[src/rtl/assert_macros.svh]
// ----------------------------------------------------------------------------
// Assertion macros
// Shared concurrent assertion helpers for the delay mix RTL.
// ----------------------------------------------------------------------------
`ifndef ASSERT_MACROS_SVH
`define ASSERT_MACROS_SVH

// Checked only while out of reset.
`define CDM_ASSERT(lbl, prop, msg) \
    lbl: assert property (@(posedge i_clk) disable iff (!i_rst_n) prop) else $error(msg);

// Checked on every clock edge, reset included.
`define CDM_ASSERT_ALWAYS(lbl, prop, msg) \
    lbl: assert property (@(posedge i_clk) prop) else $error(msg);

`endif

[src/rtl/cdm_pkg.sv]
// ----------------------------------------------------------------------------
// cdm_pkg
// Widths, register map, reset values and shared types of the delay mix.
// ----------------------------------------------------------------------------
package cdm_pkg;

    localparam int STORE_DEPTH = 65536;
    localparam int ADDR_W      = $clog2(STORE_DEPTH);
    localparam int LEN_W       = ADDR_W + 1;

    localparam int CFG_W       = 17;
    localparam int CFG_IDX_W   = 2;
    localparam int CMP_W       = (CFG_W > LEN_W) ? CFG_W : LEN_W;

    localparam int SMP_W       = 16;
    localparam int GAIN_W      = 16;
    localparam int FRAC_W      = 14;
    localparam int PROD_W      = GAIN_W + 1 + SMP_W;
    localparam int ACC_W       = PROD_W + 1;
    localparam int QUO_W       = ACC_W - FRAC_W;

    localparam logic [CFG_W-1:0]  RST_DELAY  = CFG_W'(11025);
    localparam logic [CFG_W-1:0]  RST_LENGTH = CFG_W'(44100);
    localparam logic [GAIN_W-1:0] RST_DRY    = GAIN_W'(13107);
    localparam logic [GAIN_W-1:0] RST_WET    = GAIN_W'(8192);

    typedef enum logic [CFG_IDX_W-1:0] {
        REG_DELAY  = 2'd0,
        REG_LENGTH = 2'd1,
        REG_DRY    = 2'd2,
        REG_WET    = 2'd3
    } t_reg_idx;

    typedef struct packed {
        logic              we;
        logic [ADDR_W-1:0] waddr;
        logic              re;
        logic [ADDR_W-1:0] raddr;
    } t_mem_req;

    typedef struct packed {
        logic                     accept;
        logic                     hit;
        logic signed [SMP_W-1:0]  x;
    } t_issue;

endpackage

[src/rtl/cdm_addr.sv]
// ----------------------------------------------------------------------------
// cdm_addr
// Write/read head generation, length and delay clamping, fill mark.
// ----------------------------------------------------------------------------
`include "assert_macros.svh"

module cdm_addr import cdm_pkg::*; (
    input  logic             i_clk,
    input  logic             i_rst_n,
    input  logic             i_accept,
    input  logic [CFG_W-1:0] i_delay,
    input  logic [CFG_W-1:0] i_length,
    output t_mem_req         o_mem,
    output logic             o_hit
);

    logic [ADDR_W-1:0] r_wp;
    logic [ADDR_W-1:0] n_wp;
    logic [LEN_W-1:0]  r_fill;
    logic [LEN_W-1:0]  n_fill;

    logic [CMP_W-1:0]  len_ext;
    logic [CMP_W-1:0]  dly_ext;
    logic [LEN_W-1:0]  len;
    logic [LEN_W-1:0]  dly;
    logic [LEN_W-1:0]  wp;
    logic [LEN_W-1:0]  wp_inc;
    logic [LEN_W-1:0]  rp_raw;
    logic [LEN_W-1:0]  rp;

    always_comb begin
        len_ext = CMP_W'(i_length);
        dly_ext = CMP_W'(i_delay);

        if (len_ext == '0) begin
            len = LEN_W'(1);
        end else if (len_ext > CMP_W'(STORE_DEPTH)) begin
            len = LEN_W'(STORE_DEPTH);
        end else begin
            len = LEN_W'(len_ext);
        end

        if (dly_ext > CMP_W'(len)) begin
            dly = len;
        end else begin
            dly = LEN_W'(dly_ext);
        end

        wp = ({1'b0, r_wp} >= len) ? '0 : {1'b0, r_wp};

        if (wp >= dly) begin
            rp_raw = wp - dly;
        end else begin
            rp_raw = wp + len - dly;
        end
        rp = (rp_raw >= len) ? '0 : rp_raw;

        wp_inc = wp + LEN_W'(1);
    end

    always_comb begin
        n_wp   = r_wp;
        n_fill = r_fill;
        if (i_accept) begin
            n_wp = (wp_inc >= len) ? '0 : wp_inc[ADDR_W-1:0];
            if (wp >= r_fill) begin
                n_fill = wp_inc;
            end
        end
    end

    always_ff @(posedge i_clk) begin
        if (!i_rst_n) begin
            r_wp   <= '0;
            r_fill <= '0;
        end else begin
            r_wp   <= n_wp;
            r_fill <= n_fill;
        end
    end

    // Entries below the fill mark have been written since reset.
    assign o_hit       = (rp < r_fill);
    assign o_mem.we    = i_accept;
    assign o_mem.waddr = wp[ADDR_W-1:0];
    assign o_mem.re    = i_accept;
    assign o_mem.raddr = rp[ADDR_W-1:0];

    `CDM_ASSERT(a_fill_bound, r_fill <= LEN_W'(STORE_DEPTH), "fill mark beyond store depth")
    `CDM_ASSERT(a_fill_covers, i_accept |=> ({1'b0, $past(o_mem.waddr)} < r_fill), "written entry not covered by fill mark")

endmodule

[config.mk]
export PLATFORM = sky130hd
export DESIGN_NAME = cdm_addr
export DESIGN_NICKNAME = d
export VERILOG_FILES = /design/src/rtl/cdm_pkg.sv /design/src/rtl/cdm_addr.sv
export VERILOG_INCLUDE_DIRS = /design/src /design/src/rtl
export SDC_FILE = /design/constraint.sdc
export NUM_CORES = 1
export LEC_CHECK = 0
export BUFFER_PORTS_ARGS = -buffer_cell sky130_fd_sc_hd__clkbuf_2
export CAP_MARGIN = 20
export CORE_MARGIN = 8
export CORE_UTILIZATION = 45
export CTS_BUF_LIST = sky130_fd_sc_hd__clkbuf_4
export CTS_CLUSTER_DIAMETER = 40
export DETAILED_ROUTE_END_ITERATION = 7
export GPL_TIMING_DRIVEN = 0
export SYNTH_ARGS = -nofsm -noshare
export SYNTH_HDL_FRONTEND = slang
export SYNTH_SLANG_ARGS = --single-unit
[constraint.sdc]
create_clock -name i_clk -period 17 [get_ports i_clk]
set_input_delay 0.85 -clock i_clk [delete_from_list [all_inputs] [get_ports i_clk]]
set_output_delay 0.85 -clock i_clk [all_outputs]
set_load 0.1 [all_outputs]
==> results.yml <==
yosys:
  synth_seq_cells: 33
  synth.avg_cell_area_sq_um: 7.94
  synth.distinct_cells: 70
  syn_nets: 1004
  yosysWarningCount: 0
  synth_ff_type: "dfxtp_1"
  synth-edff-count: 0
  ys_seq_area_share_pct: 10.1
  syn_area_sq_mm: 0.00652
  synth_cells: 821
  synthArstFlopShare_pct: 0
timing:
  rsz0062_at_grt: "false"
  hold_viol_final: 0
  setup_tns_ns: 0
  fin_ws_ns: 2.16
  clock-skew-final_ns: 0.0227
  tightest_slew_ns: 0.738
  fmax_ghz: 0.0674
  relSlewSlack_pct: 50.1
  timing.final.crit_share_pct: 87.3
  setup_violations: 0
  final-max-slew-violation-count: 0
  min_period_ns: 14.84
cells_and_area:
  drive_gt1_share_pct: 12.0
  area_growth_pct: 9.67
  antennaDiodeCount: 0
  nets: 1081
  design_area_sq_mm: 0.00715
  most-common-layout-cells: "130 x ha_1, 70 x clkbuf_2, 69 x inv_1"
  final_common_cell: "ha_1"
  final_core_util_pct: 49.8
clock_network:
  numCtsBuffers: 5
  htree_num_levels: 2
  clk_pin_slew_ns: 0.10
  cts_setup_buffers: 0
  cts_tree: "yes"
  ctsResizeCount: 0
  postCtsHoldBufs: 0
  clk_latency_ns: 0.37
  root_buffer: "clkbuf_4"
  max-clock-path-buffers: 2
  cts.sinks: 33
floorplanning:
  ioPinCount: 72
  start_util_pct: 45.4
  core_sq_mm: 0.0144
  rows: 44
  die_y_um: 136
  die_w_um: 136
  die-area_sq_mm: 0.0186
power_and_ir_drop:
  cellLeakagePower_nw: 3.67
  p_per_area_mw_per_mm2: 106
  ir_drop_mv: 0.109
worst_setup_path:
  reg2reg_to: "r_wp[10]$_SDFFE_PN0P_"
  r2r_cells: 23
  start_kind: "input port"
  cp_data_arrival_time_ns: 13.99
  cp-end-kind: "primary output"
  slowest_delay_ns: 0.65
  cp_data_required_time_ns: 16.15
  r2r_slack_ns: 10.27
  crit_type: "in2out"
  crit_fanout: 10
  crit_top_cell: "a21o_1"
  timing.rr.start: "r_wp[10]$_SDFFE_PN0P_"
  slowest_stage: "fa_1"
drt:
  detail_route.wirelength_um: 20900
  drtAntennaViolNets: 0
  wl_per_cell_um: 19.3
  dr.pass1.iters: 5
  vias_per_cell: 5.85
  drt_iter0_drc: 537
  drc: 0
  vias: 6332
placed_design:
  dp_slack_ns: 2.36
  place.gp.congestion: 0.931
  io_buffers: 70
  hpwlAfterDp_um: 17800
  place_area_sq_mm: 0.00710
grt:
  grt_max_degree: 11
  grt_usage_pct: 22.9
  antenna_found_initial: 0
  grt_pass1_vias: 6286
  grt_first_pass_wirelength_um: 33100
  grt-ovfl-total: 0
worst_hold_path:
  min_from: "r_fill[11]$_SDFFE_PN0P_"
  min_to: "r_fill[11]$_SDFFE_PN0P_"
  holdPathStages: 2
  worstHoldPathType: "reg2reg"
run:
  cap_violations: 0
run_status:
  outcome: "completed"
[worst max-delay path, delay by kind of cell]
| kind | cells | cell delay [ns] |
|---|---|---|
| simple gates | 13 | 3.17 |
| fa+ha+maj | 5 | 1.91 |
| buf+inv | 6 | 1.83 |
| compound gates | 23 | 6.22 |
[registers in the layout, summed over array words and instances, names as in the netlist]
| register | count |
|---|---|
| r_wp | 16 |
| r_fill | 17 |
[stage by stage]
step                total power (W)  hold slack (ns)  std cells
finish                     0.000755            0.504       1083
global route               0.000813            0.538       1083
CTS                        0.000755            0.512       1083
detailed placement         0.000708            0.488       1075
global placement           0.000704            0.475       1075
floorplan                  0.000577            0.464        821
[Yosys cell counts, types with 7 or more instances]
| cell type | number | area [sq um] |
|---|---|---|
| nor2_1 | 63 | 236 |
| and3_1 | 8 | 50.1 |
| inv_1 | 69 | 259 |
| xor2_1 | 13 | 114 |
| fa_1 | 16 | 320 |
| o211ai_1 | 7 | 52.6 |
| dfxtp_1 | 33 | 661 |
| clkbuf_1 | 16 | 60.1 |
| ha_1 | 130 | 1630 |
| a22o_1 | 17 | 149 |
| or4_1 | 8 | 60.1 |
| a21oi_1 | 58 | 290 |
| o21a_1 | 9 | 67.6 |
| and2_1 | 22 | 138 |
| nor2b_1 | 8 | 50.1 |
| nand4_1 | 17 | 106 |
| a21o_1 | 48 | 360 |
| xnor2_1 | 28 | 245 |
| o21ai_0 | 22 | 110 |
| nand3_1 | 20 | 100 |
| mux2i_1 | 18 | 180 |
| nor3_1 | 15 | 75.1 |
| nand2_1 | 56 | 210 |
| a211oi_1 | 19 | 143 |
[layer usage]
layer,track usage [%],wire length [um]
met1,28.9,9700
met2,40.5,10100
met3,1.96,806
met4,6.10,354
met5,0,0
[report_power, final]
part           switching [W]  total (W)  internal [W]
registers         0.00000316  0.0000869     0.0000837
logic               0.000439   0.000624      0.000184
clock network      0.0000295  0.0000444     0.0000149
total               0.000472   0.000755      0.000283
[layout make-up]
cell class / instances / area [sq um]
Clock buffer: 5 / 37.5
Fill cell: 1439 / 7220
Sequential cell: 33 / 661
Timing Repair Buffer: 70 / 350
Buffer: 23 / 111
Clock inverter: 3 / 12.5
Tap cell: 184 / 230
Multi-Input combinational cell: 690 / 5470
Inverter: 75 / 282
[worst max-delay path by stage]
stage | slack [ns] | startpoint | cells after the start | end
CTS | 2.32 | i_length[2] | 47 | o_hit
global route | 1.53 | i_length[2] | 47 | o_hit
global placement | 2.36 | i_length[2] | 47 | o_hit
floorplan | 2.12 | i_length[2] | 41 | o_hit
finish | 2.16 | i_length[2] | 47 | o_hit
detailed placement | 2.36 | i_length[2] | 47 | o_hit
[cells by family (layout without fill, tap and decap cells)]
group | after synthesis | after routing | share of synthesized area (%)
mux | 22 | 22 | 3.80
buf+inv | 98 | 176 | 6.03
xor+xnor | 41 | 41 | 5.51
fa+ha+maj | 146 | 146 | 29.9
flops | 33 | 33 | 10.1
simple gates | 248 | 248 | 19.5
compound gates | 233 | 233 | 25.2
No activity file was read; power rests on OpenSTA's default activity.
