==> config.mk <==
export PLATFORM = sky130hd
export DESIGN_NAME = cdm_mix_flat
export DESIGN_NICKNAME = d
export VERILOG_FILES = /design/src/rtl/cdm_pkg.sv /design/src/rtl/cdm_out_if.sv /design/src/rtl/cdm_mix.sv /design/src/flat_wrapper.sv
export VERILOG_INCLUDE_DIRS = /design/src /design/src/rtl
export SDC_FILE = /design/constraint.sdc
export NUM_CORES = 1
export LEC_CHECK = 0
export ABC_AREA = 1
export BUFFER_PORTS_ARGS = -buffer_cell sky130_fd_sc_hd__buf_2
export CAP_MARGIN = 20
export CORE_MARGIN = 3
export CORE_UTILIZATION = 23
export DETAILED_ROUTE_END_ITERATION = 8
export PLACE_DENSITY = 0.36
export REMOVE_ABC_BUFFERS = 1
export SETUP_SLACK_MARGIN = 0.4
export SLEW_MARGIN = 20
export SYNTH_ARGS = -nofsm -noshare
export SYNTH_HDL_FRONTEND = slang
export SYNTH_SLANG_ARGS = --single-unit
==> constraint.sdc <==
create_clock -name i_clk -period 12.4 [get_ports i_clk]
set_input_delay 1.24 -clock i_clk [delete_from_list [all_inputs] [get_ports i_clk]]
set_output_delay 1.24 -clock i_clk [all_outputs]
set_load 0.02 [all_outputs]
==> src/rtl/assert_macros.svh <==
// ----------------------------------------------------------------------------
// Assertion macros
// Shared concurrent assertion helpers for the delay mix RTL.
// ----------------------------------------------------------------------------
`ifndef ASSERT_MACROS_SVH
`define ASSERT_MACROS_SVH

// Checked only while out of reset.
`define CDM_ASSERT(lbl, prop, msg) \
    lbl: assert property (@(posedge i_clk) disable iff (!i_rst_n) prop) else $error(msg);

// Checked on every clock edge, reset included.
`define CDM_ASSERT_ALWAYS(lbl, prop, msg) \
    lbl: assert property (@(posedge i_clk) prop) else $error(msg);

`endif

==> src/rtl/cdm_pkg.sv <==
// ----------------------------------------------------------------------------
// cdm_pkg
// Widths, register map, reset values and shared types of the delay mix.
// ----------------------------------------------------------------------------
package cdm_pkg;

    localparam int STORE_DEPTH = 65536;
    localparam int ADDR_W      = $clog2(STORE_DEPTH);
    localparam int LEN_W       = ADDR_W + 1;

    localparam int CFG_W       = 17;
    localparam int CFG_IDX_W   = 2;
    localparam int CMP_W       = (CFG_W > LEN_W) ? CFG_W : LEN_W;

    localparam int SMP_W       = 16;
    localparam int GAIN_W      = 16;
    localparam int FRAC_W      = 14;
    localparam int PROD_W      = GAIN_W + 1 + SMP_W;
    localparam int ACC_W       = PROD_W + 1;
    localparam int QUO_W       = ACC_W - FRAC_W;

    localparam logic [CFG_W-1:0]  RST_DELAY  = CFG_W'(11025);
    localparam logic [CFG_W-1:0]  RST_LENGTH = CFG_W'(44100);
    localparam logic [GAIN_W-1:0] RST_DRY    = GAIN_W'(13107);
    localparam logic [GAIN_W-1:0] RST_WET    = GAIN_W'(8192);

    typedef enum logic [CFG_IDX_W-1:0] {
        REG_DELAY  = 2'd0,
        REG_LENGTH = 2'd1,
        REG_DRY    = 2'd2,
        REG_WET    = 2'd3
    } t_reg_idx;

    typedef struct packed {
        logic              we;
        logic [ADDR_W-1:0] waddr;
        logic              re;
        logic [ADDR_W-1:0] raddr;
    } t_mem_req;

    typedef struct packed {
        logic                     accept;
        logic                     hit;
        logic signed [SMP_W-1:0]  x;
    } t_issue;

endpackage

==> src/rtl/cdm_out_if.sv <==
// ----------------------------------------------------------------------------
// cdm_out_if
// Output sample channel: valid/ready handshake with one sample per item.
// ----------------------------------------------------------------------------
interface cdm_out_if import cdm_pkg::*; ();

    logic                    valid;
    logic                    ready;
    logic signed [SMP_W-1:0] sample_out;

    modport source (output valid, output sample_out, input ready);
    modport sink   (input valid, input sample_out, output ready);

endinterface

==> src/rtl/cdm_mix.sv <==
// ----------------------------------------------------------------------------
// cdm_mix
// Gain multiply, round toward zero, saturate; elastic output pipeline.
// ----------------------------------------------------------------------------
`include "assert_macros.svh"

module cdm_mix import cdm_pkg::*; (
    input  logic              i_clk,
    input  logic              i_rst_n,
    input  t_issue            i_issue,
    input  logic [SMP_W-1:0]  i_rd_data,
    input  logic [GAIN_W-1:0] i_dry,
    input  logic [GAIN_W-1:0] i_wet,
    output logic              o_take,
    cdm_out_if.source         o_out
);

    // stage 1: read data from RAM
    logic                      r_v1;
    logic                      r_hit1;
    logic signed [SMP_W-1:0]   r_x1;
    // stage 2: products
    logic                      r_v2;
    logic signed [PROD_W-1:0]  r_p_dry;
    logic signed [PROD_W-1:0]  r_p_wet;
    // output register
    logic                      r_vout;
    logic signed [SMP_W-1:0]   r_out;

    logic                      en1;
    logic                      en2;
    logic                      en_out;
    logic signed [SMP_W-1:0]   d1;
    logic signed [ACC_W-1:0]   acc;
    logic signed [ACC_W-1:0]   acc_b;
    logic signed [QUO_W-1:0]   quo;
    logic signed [SMP_W-1:0]   sat;
    logic [QUO_W-SMP_W:0]      top_bits;

    assign en_out = !r_vout || o_out.ready;
    assign en2    = !r_v2 || en_out;
    assign en1    = !r_v1 || en2;
    assign o_take = en1;

    assign d1 = r_hit1 ? $signed(i_rd_data) : '0;

    always_comb begin
        acc   = {r_p_dry[PROD_W-1], r_p_dry} + {r_p_wet[PROD_W-1], r_p_wet};
        // bias negative sums so the shift truncates toward zero
        acc_b = acc[ACC_W-1] ? acc + ACC_W'((1 << FRAC_W) - 1) : acc;
        quo   = acc_b[ACC_W-1:FRAC_W];
        top_bits = quo[QUO_W-1:SMP_W-1];
        if ((top_bits == '0) || (top_bits == '1)) begin
            sat = quo[SMP_W-1:0];
        end else if (quo[QUO_W-1]) begin
            sat = {1'b1, {(SMP_W-1){1'b0}}};
        end else begin
            sat = {1'b0, {(SMP_W-1){1'b1}}};
        end
    end

    always_ff @(posedge i_clk) begin
        if (!i_rst_n) begin
            r_v1   <= 1'b0;
            r_v2   <= 1'b0;
            r_vout <= 1'b0;
        end else begin
            if (en1) begin
                r_v1 <= i_issue.accept;
            end
            if (en2) begin
                r_v2 <= r_v1;
            end
            if (en_out) begin
                r_vout <= r_v2;
            end
        end
    end

    always_ff @(posedge i_clk) begin
        if (en1 && i_issue.accept) begin
            r_x1   <= i_issue.x;
            r_hit1 <= i_issue.hit;
        end
        if (en2) begin
            r_p_dry <= $signed({1'b0, i_dry}) * r_x1;
            r_p_wet <= $signed({1'b0, i_wet}) * d1;
        end
        if (en_out) begin
            r_out <= sat;
        end
    end

    assign o_out.valid      = r_vout;
    assign o_out.sample_out = r_out;

    `CDM_ASSERT(a_rd_hold, (r_v1 && !en2) |=> (r_v1 && $stable(i_rd_data)), "read data lost while stage 1 stalled")
    `CDM_ASSERT(a_out_src, $rose(r_vout) |-> $past(r_v2), "output valid without a product stage item")

endmodule

==> src/flat_wrapper.sv <==
// flat-port wrapper written by rule: the top's interface ports become plain ports
module cdm_mix_flat import cdm_pkg::*;
  (i_clk, i_rst_n, i_issue, i_rd_data, i_dry, i_wet, o_take, o_out_valid, o_out_sample_out, o_out_ready);
  cdm_out_if o_out_i ();
  input  logic i_clk;
  input  logic i_rst_n;
  input  t_issue i_issue;
  input  logic [SMP_W-1:0] i_rd_data;
  input  logic [GAIN_W-1:0] i_dry;
  input  logic [GAIN_W-1:0] i_wet;
  output logic o_take;
  output wire logic [$bits(o_out_i.valid)-1:0] o_out_valid;
  output wire logic [$bits(o_out_i.sample_out)-1:0] o_out_sample_out;
  input wire logic [$bits(o_out_i.ready)-1:0] o_out_ready;
  assign o_out_valid = o_out_i.valid;
  assign o_out_sample_out = o_out_i.sample_out;
  assign o_out_i.ready = o_out_ready;
  cdm_mix u_core (.i_clk(i_clk), .i_rst_n(i_rst_n), .i_issue(i_issue), .i_rd_data(i_rd_data), .i_dry(i_dry), .i_wet(i_wet), .o_take(o_take), .o_out(o_out_i));
endmodule
==> key figures <==
STA
  • Post-route setup TNS: 0 ps
  • RSZ-0062 raised after global routing: false
  • Final min period: roughly 7000 ps
  • Worst clock skew: 14.6 ps
  • FMAX: roughly 140 MHz
  • Final period util: between 50 and 60%
  • Final Hold Viols: 0
  • Max Slew Vio Count: 0
  • Final setup viols: 0
  • Slew headroom: approximately a third
  • Least-Margin Pin Slew: 1000 ps

Setup path
  • Worst setup EP type: flip-flop
  • Worst EP required: ~13000 ps
  • Reg-to-Reg Start: u_core.r_hit1
  • WP data arrival: ~7100 ps
  • Critical Path Most Common Cell: fa_1
  • Slowest CP cell: edfxtp_1
  • Crit path launch type: flip-flop
  • Max incr delay on CP: just under 800 ps
  • Critical Path Fanout Max: 16
  • Crit path launch: u_core.r_hit1
  • Cell chain of the critical path: nand2_1 -> inv_1 -> nand2_1 -> fa_1 -> inv_1 -> fa_1 -> fa_1 -> fa_1 -> fa_1 -> inv_1 -> fa_1 -> inv_1 -> ha_1 -> nand2_1 -> inv_1 -> nand2_1 -> nor3_1 -> a21oi_1 -> o21ai_0 -> a31oi_1 -> xnor2_1
  • CP Class: reg2reg

Logic synthesis
  • Avg Inst Size Synth: 7.74 um^2
  • Cells after Synth: around 3100
  • Yosys top cell area share: about a third
  • Register bit total from synthesis: between 100 and 150
  • Top cells by area, synth: fa_1 (32%), ha_1 (14%), inv_1 (13%)
  • Most frequent cell after synthesis: inv_1
  • Yosys top cell by area: fa_1
  • Fraction of registers with async set/reset: 0%
  • Synth Cell Area: ~0.024 mm^2
  • Cell variety after synth: 44
  • YS warnings: 0
  • Sequential share of the synthesized area: between 10 and 15%
  • Commonest cells post-synth: inv_1 (823), nand2_1 (802), fa_1 (389)
  • Ys flop type: edfxtp_1
  • Number of enable flip-flop cells after synthesis: 99

Global routing
  • Vias in the first global route: a little under 20000
  • GRT Max-Usage Layer: met2
  • Tot GR Track Use: 13.6%
  • Met1 global-route usage: between 10% and 20%
  • Met3 Usage GRT: 0.984%
  • Initial antenna violation count: 1
  • Congestion Overflow GR: 0
  • First-pass GRT wire length: around 110 mm
  • M2 GR Usage: 23.2%
  • Largest net degree at the start of global routing: 67

Detailed routing
  • Vias: 18797
  • Routed WL: 71.3 mm
  • Avg WL per Cell: approximately 16 um
  • DRC: 0
  • Final ANT Viol Nets: 0
  • Drt first pass iters: 5
  • Vias/cell: 4.16
  • Initial DRC count: approximately 880

CTS
  • Clk sink count: a little over 100
  • CTS resizes: 0
  • Setup repair bufs after CTS: 0
  • CTS Hold Bufs: 0
  • Clock root buffer: clkbuf_16
  • CTS tree: built
  • H-tree Lvls: 3
  • Reg clk slew, reported paths: ~80 ps
  • CTS max path bufs: 2
  • CTS buffer count: 9
  • Worst skew pair latency: 390 ps

Floorplanning
  • Initial core utilization: between 20% and 30%
  • DIE HEIGHT: roughly 330 um
  • Die Area: approximately 0.11 mm^2
  • Rows: 118
  • Std-Cell Core Area: 0.104 mm^2
  • Die width: about 330 um
  • # IOs: 87

Placed design
  • HPWL Detailed: 60.8 mm
  • Port bufs: 86
  • GPL Wtd Cong: between 0.8 and 0.9
  • Inst Count DP: 4500

Outcome
  • Status: finished clean

Min path
  • Hold WC Path Type: reg2reg
  • Min-delay src: u_core.r_v2

Cells and area
  • # diodes: 0
  • Fraction of layout cells with a size suffix above 1: ~5.1%
  • Final nets: just under 4000
  • P&R area growth vs syn: 8.75%
  • Finished Layout Cells: approximately 4500

Power
  • LEAKAGE: ~15 nW
  • VDD IR-drop max: 0.239 mV
  • Power per cell area: 265 mW/mm^2

Job
  • # Max-Cap Violations: 0
-- report_power, final --
part           switching, mW  leakage [nW]  total (mW)  internal, mW
registers             0.0836          1.06       0.825         0.742
clock network          0.163         0.141       0.302         0.140
logic                   3.77          13.4        5.84          2.07
total                   4.02          14.6        6.97          2.95
-- layer usage --
metal | vias up | wire (um)
met5 | - | 17
met4 | 2 | 658
met3 | 34 | 1800
met2 | 223 | 34500
met1 | 9324 | 34400
li1 | 9214 | -
-- cells in the final DEF, fill, tap and decap left out, drive strengths merged, types with 5 or more instances in the layout --
cell type,netlist,routed
o21a,5,5
a31oi,9,9
edfxtp,99,99
clkinv,7,10
xnor2,23,23
a21oi,82,82
nand3,84,84
nor3,18,18
nor2,240,240
or2,8,8
nand3b,6,6
ha,277,277
xor2,51,51
inv,832,836
buf,10,87
a21o,8,8
nand4,20,20
nand2,819,819
fa,389,389
clkbuf,74,9
o21ai,33,33
-- worst paths after layout --
kind / end / slack, ps / cells after the start
worst max-delay path: u_core.r_p_wet[23] / 5450 / 21
worst min register to register: u_core.o_out.valid / 460 / 2
worst min-delay path: u_core.o_out.valid / 460 / 2
worst max register to register: u_core.r_p_wet[23] / 5450 / 21
-- state kept, by name (all words and copies together), names as in the netlist --
signal	count
u_core.r_x1	16
u_core.r_v1	1
u_core.o_out.sample_out	16
u_core.r_hit1	1
u_core.o_out.valid	1
u_core.r_p_wet	33
u_core.r_p_dry	33
u_core.r_v2	1
-- critical path, delay by kind of cell (launching register included) --
kind	cells	cell delay [ps]
adder cells (fa/ha/maj)	7	3400
AND/OR/NAND/NOR	5	920
flip-flops	1	770
XOR/XNOR	1	150
buffers and inverters	5	730
AO/OA/AOI/OAI	3	700
-- through the flow --
step | area, um^2 | hold slack (ps) | util, % | worst slack (ps) | power [mW]
2_1_floorplan | 23800 | 433 | - | 5930 | 5.09
3_3_place_gp | 26000 | 454 | 25.0 | 5050 | 6.80
3_5_place_dp | 26000 | 449 | 25.0 | 5080 | 6.76
4_1_cts | 26300 | 461 | 25.3 | 5370 | 7.11
5_1_grt | 26300 | 476 | 25.3 | 4960 | 7.98
6_report | 26300 | 460 | 25.3 | 5450 | 6.97
-- final cells by class --
class	instances	area, um^2
clock inverters	7	53.8
inverters	839	3150
clock buffers	9	225
flip-flops and latches	102	3030
multi-input cells	2092	17600
well taps	1380	1730
repair buffers	87	438
fillers	11511	77500
-- cell families (layout without fill, tap and decap cells) --
kind of cell / count (synthesis) / count (layout) / synth area share, %
flip-flops: 102 / 102 / 12.6
AO/OA/AOI/OAI: 150 / 150 / 3.47
buffers and inverters: 923 / 942 / 14.4
XOR/XNOR: 74 / 74 / 2.68
AND/OR/NAND/NOR: 1202 / 1202 / 20.3
adder cells (fa/ha/maj): 666 / 666 / 46.6
(Power assumes the default switching activity.)
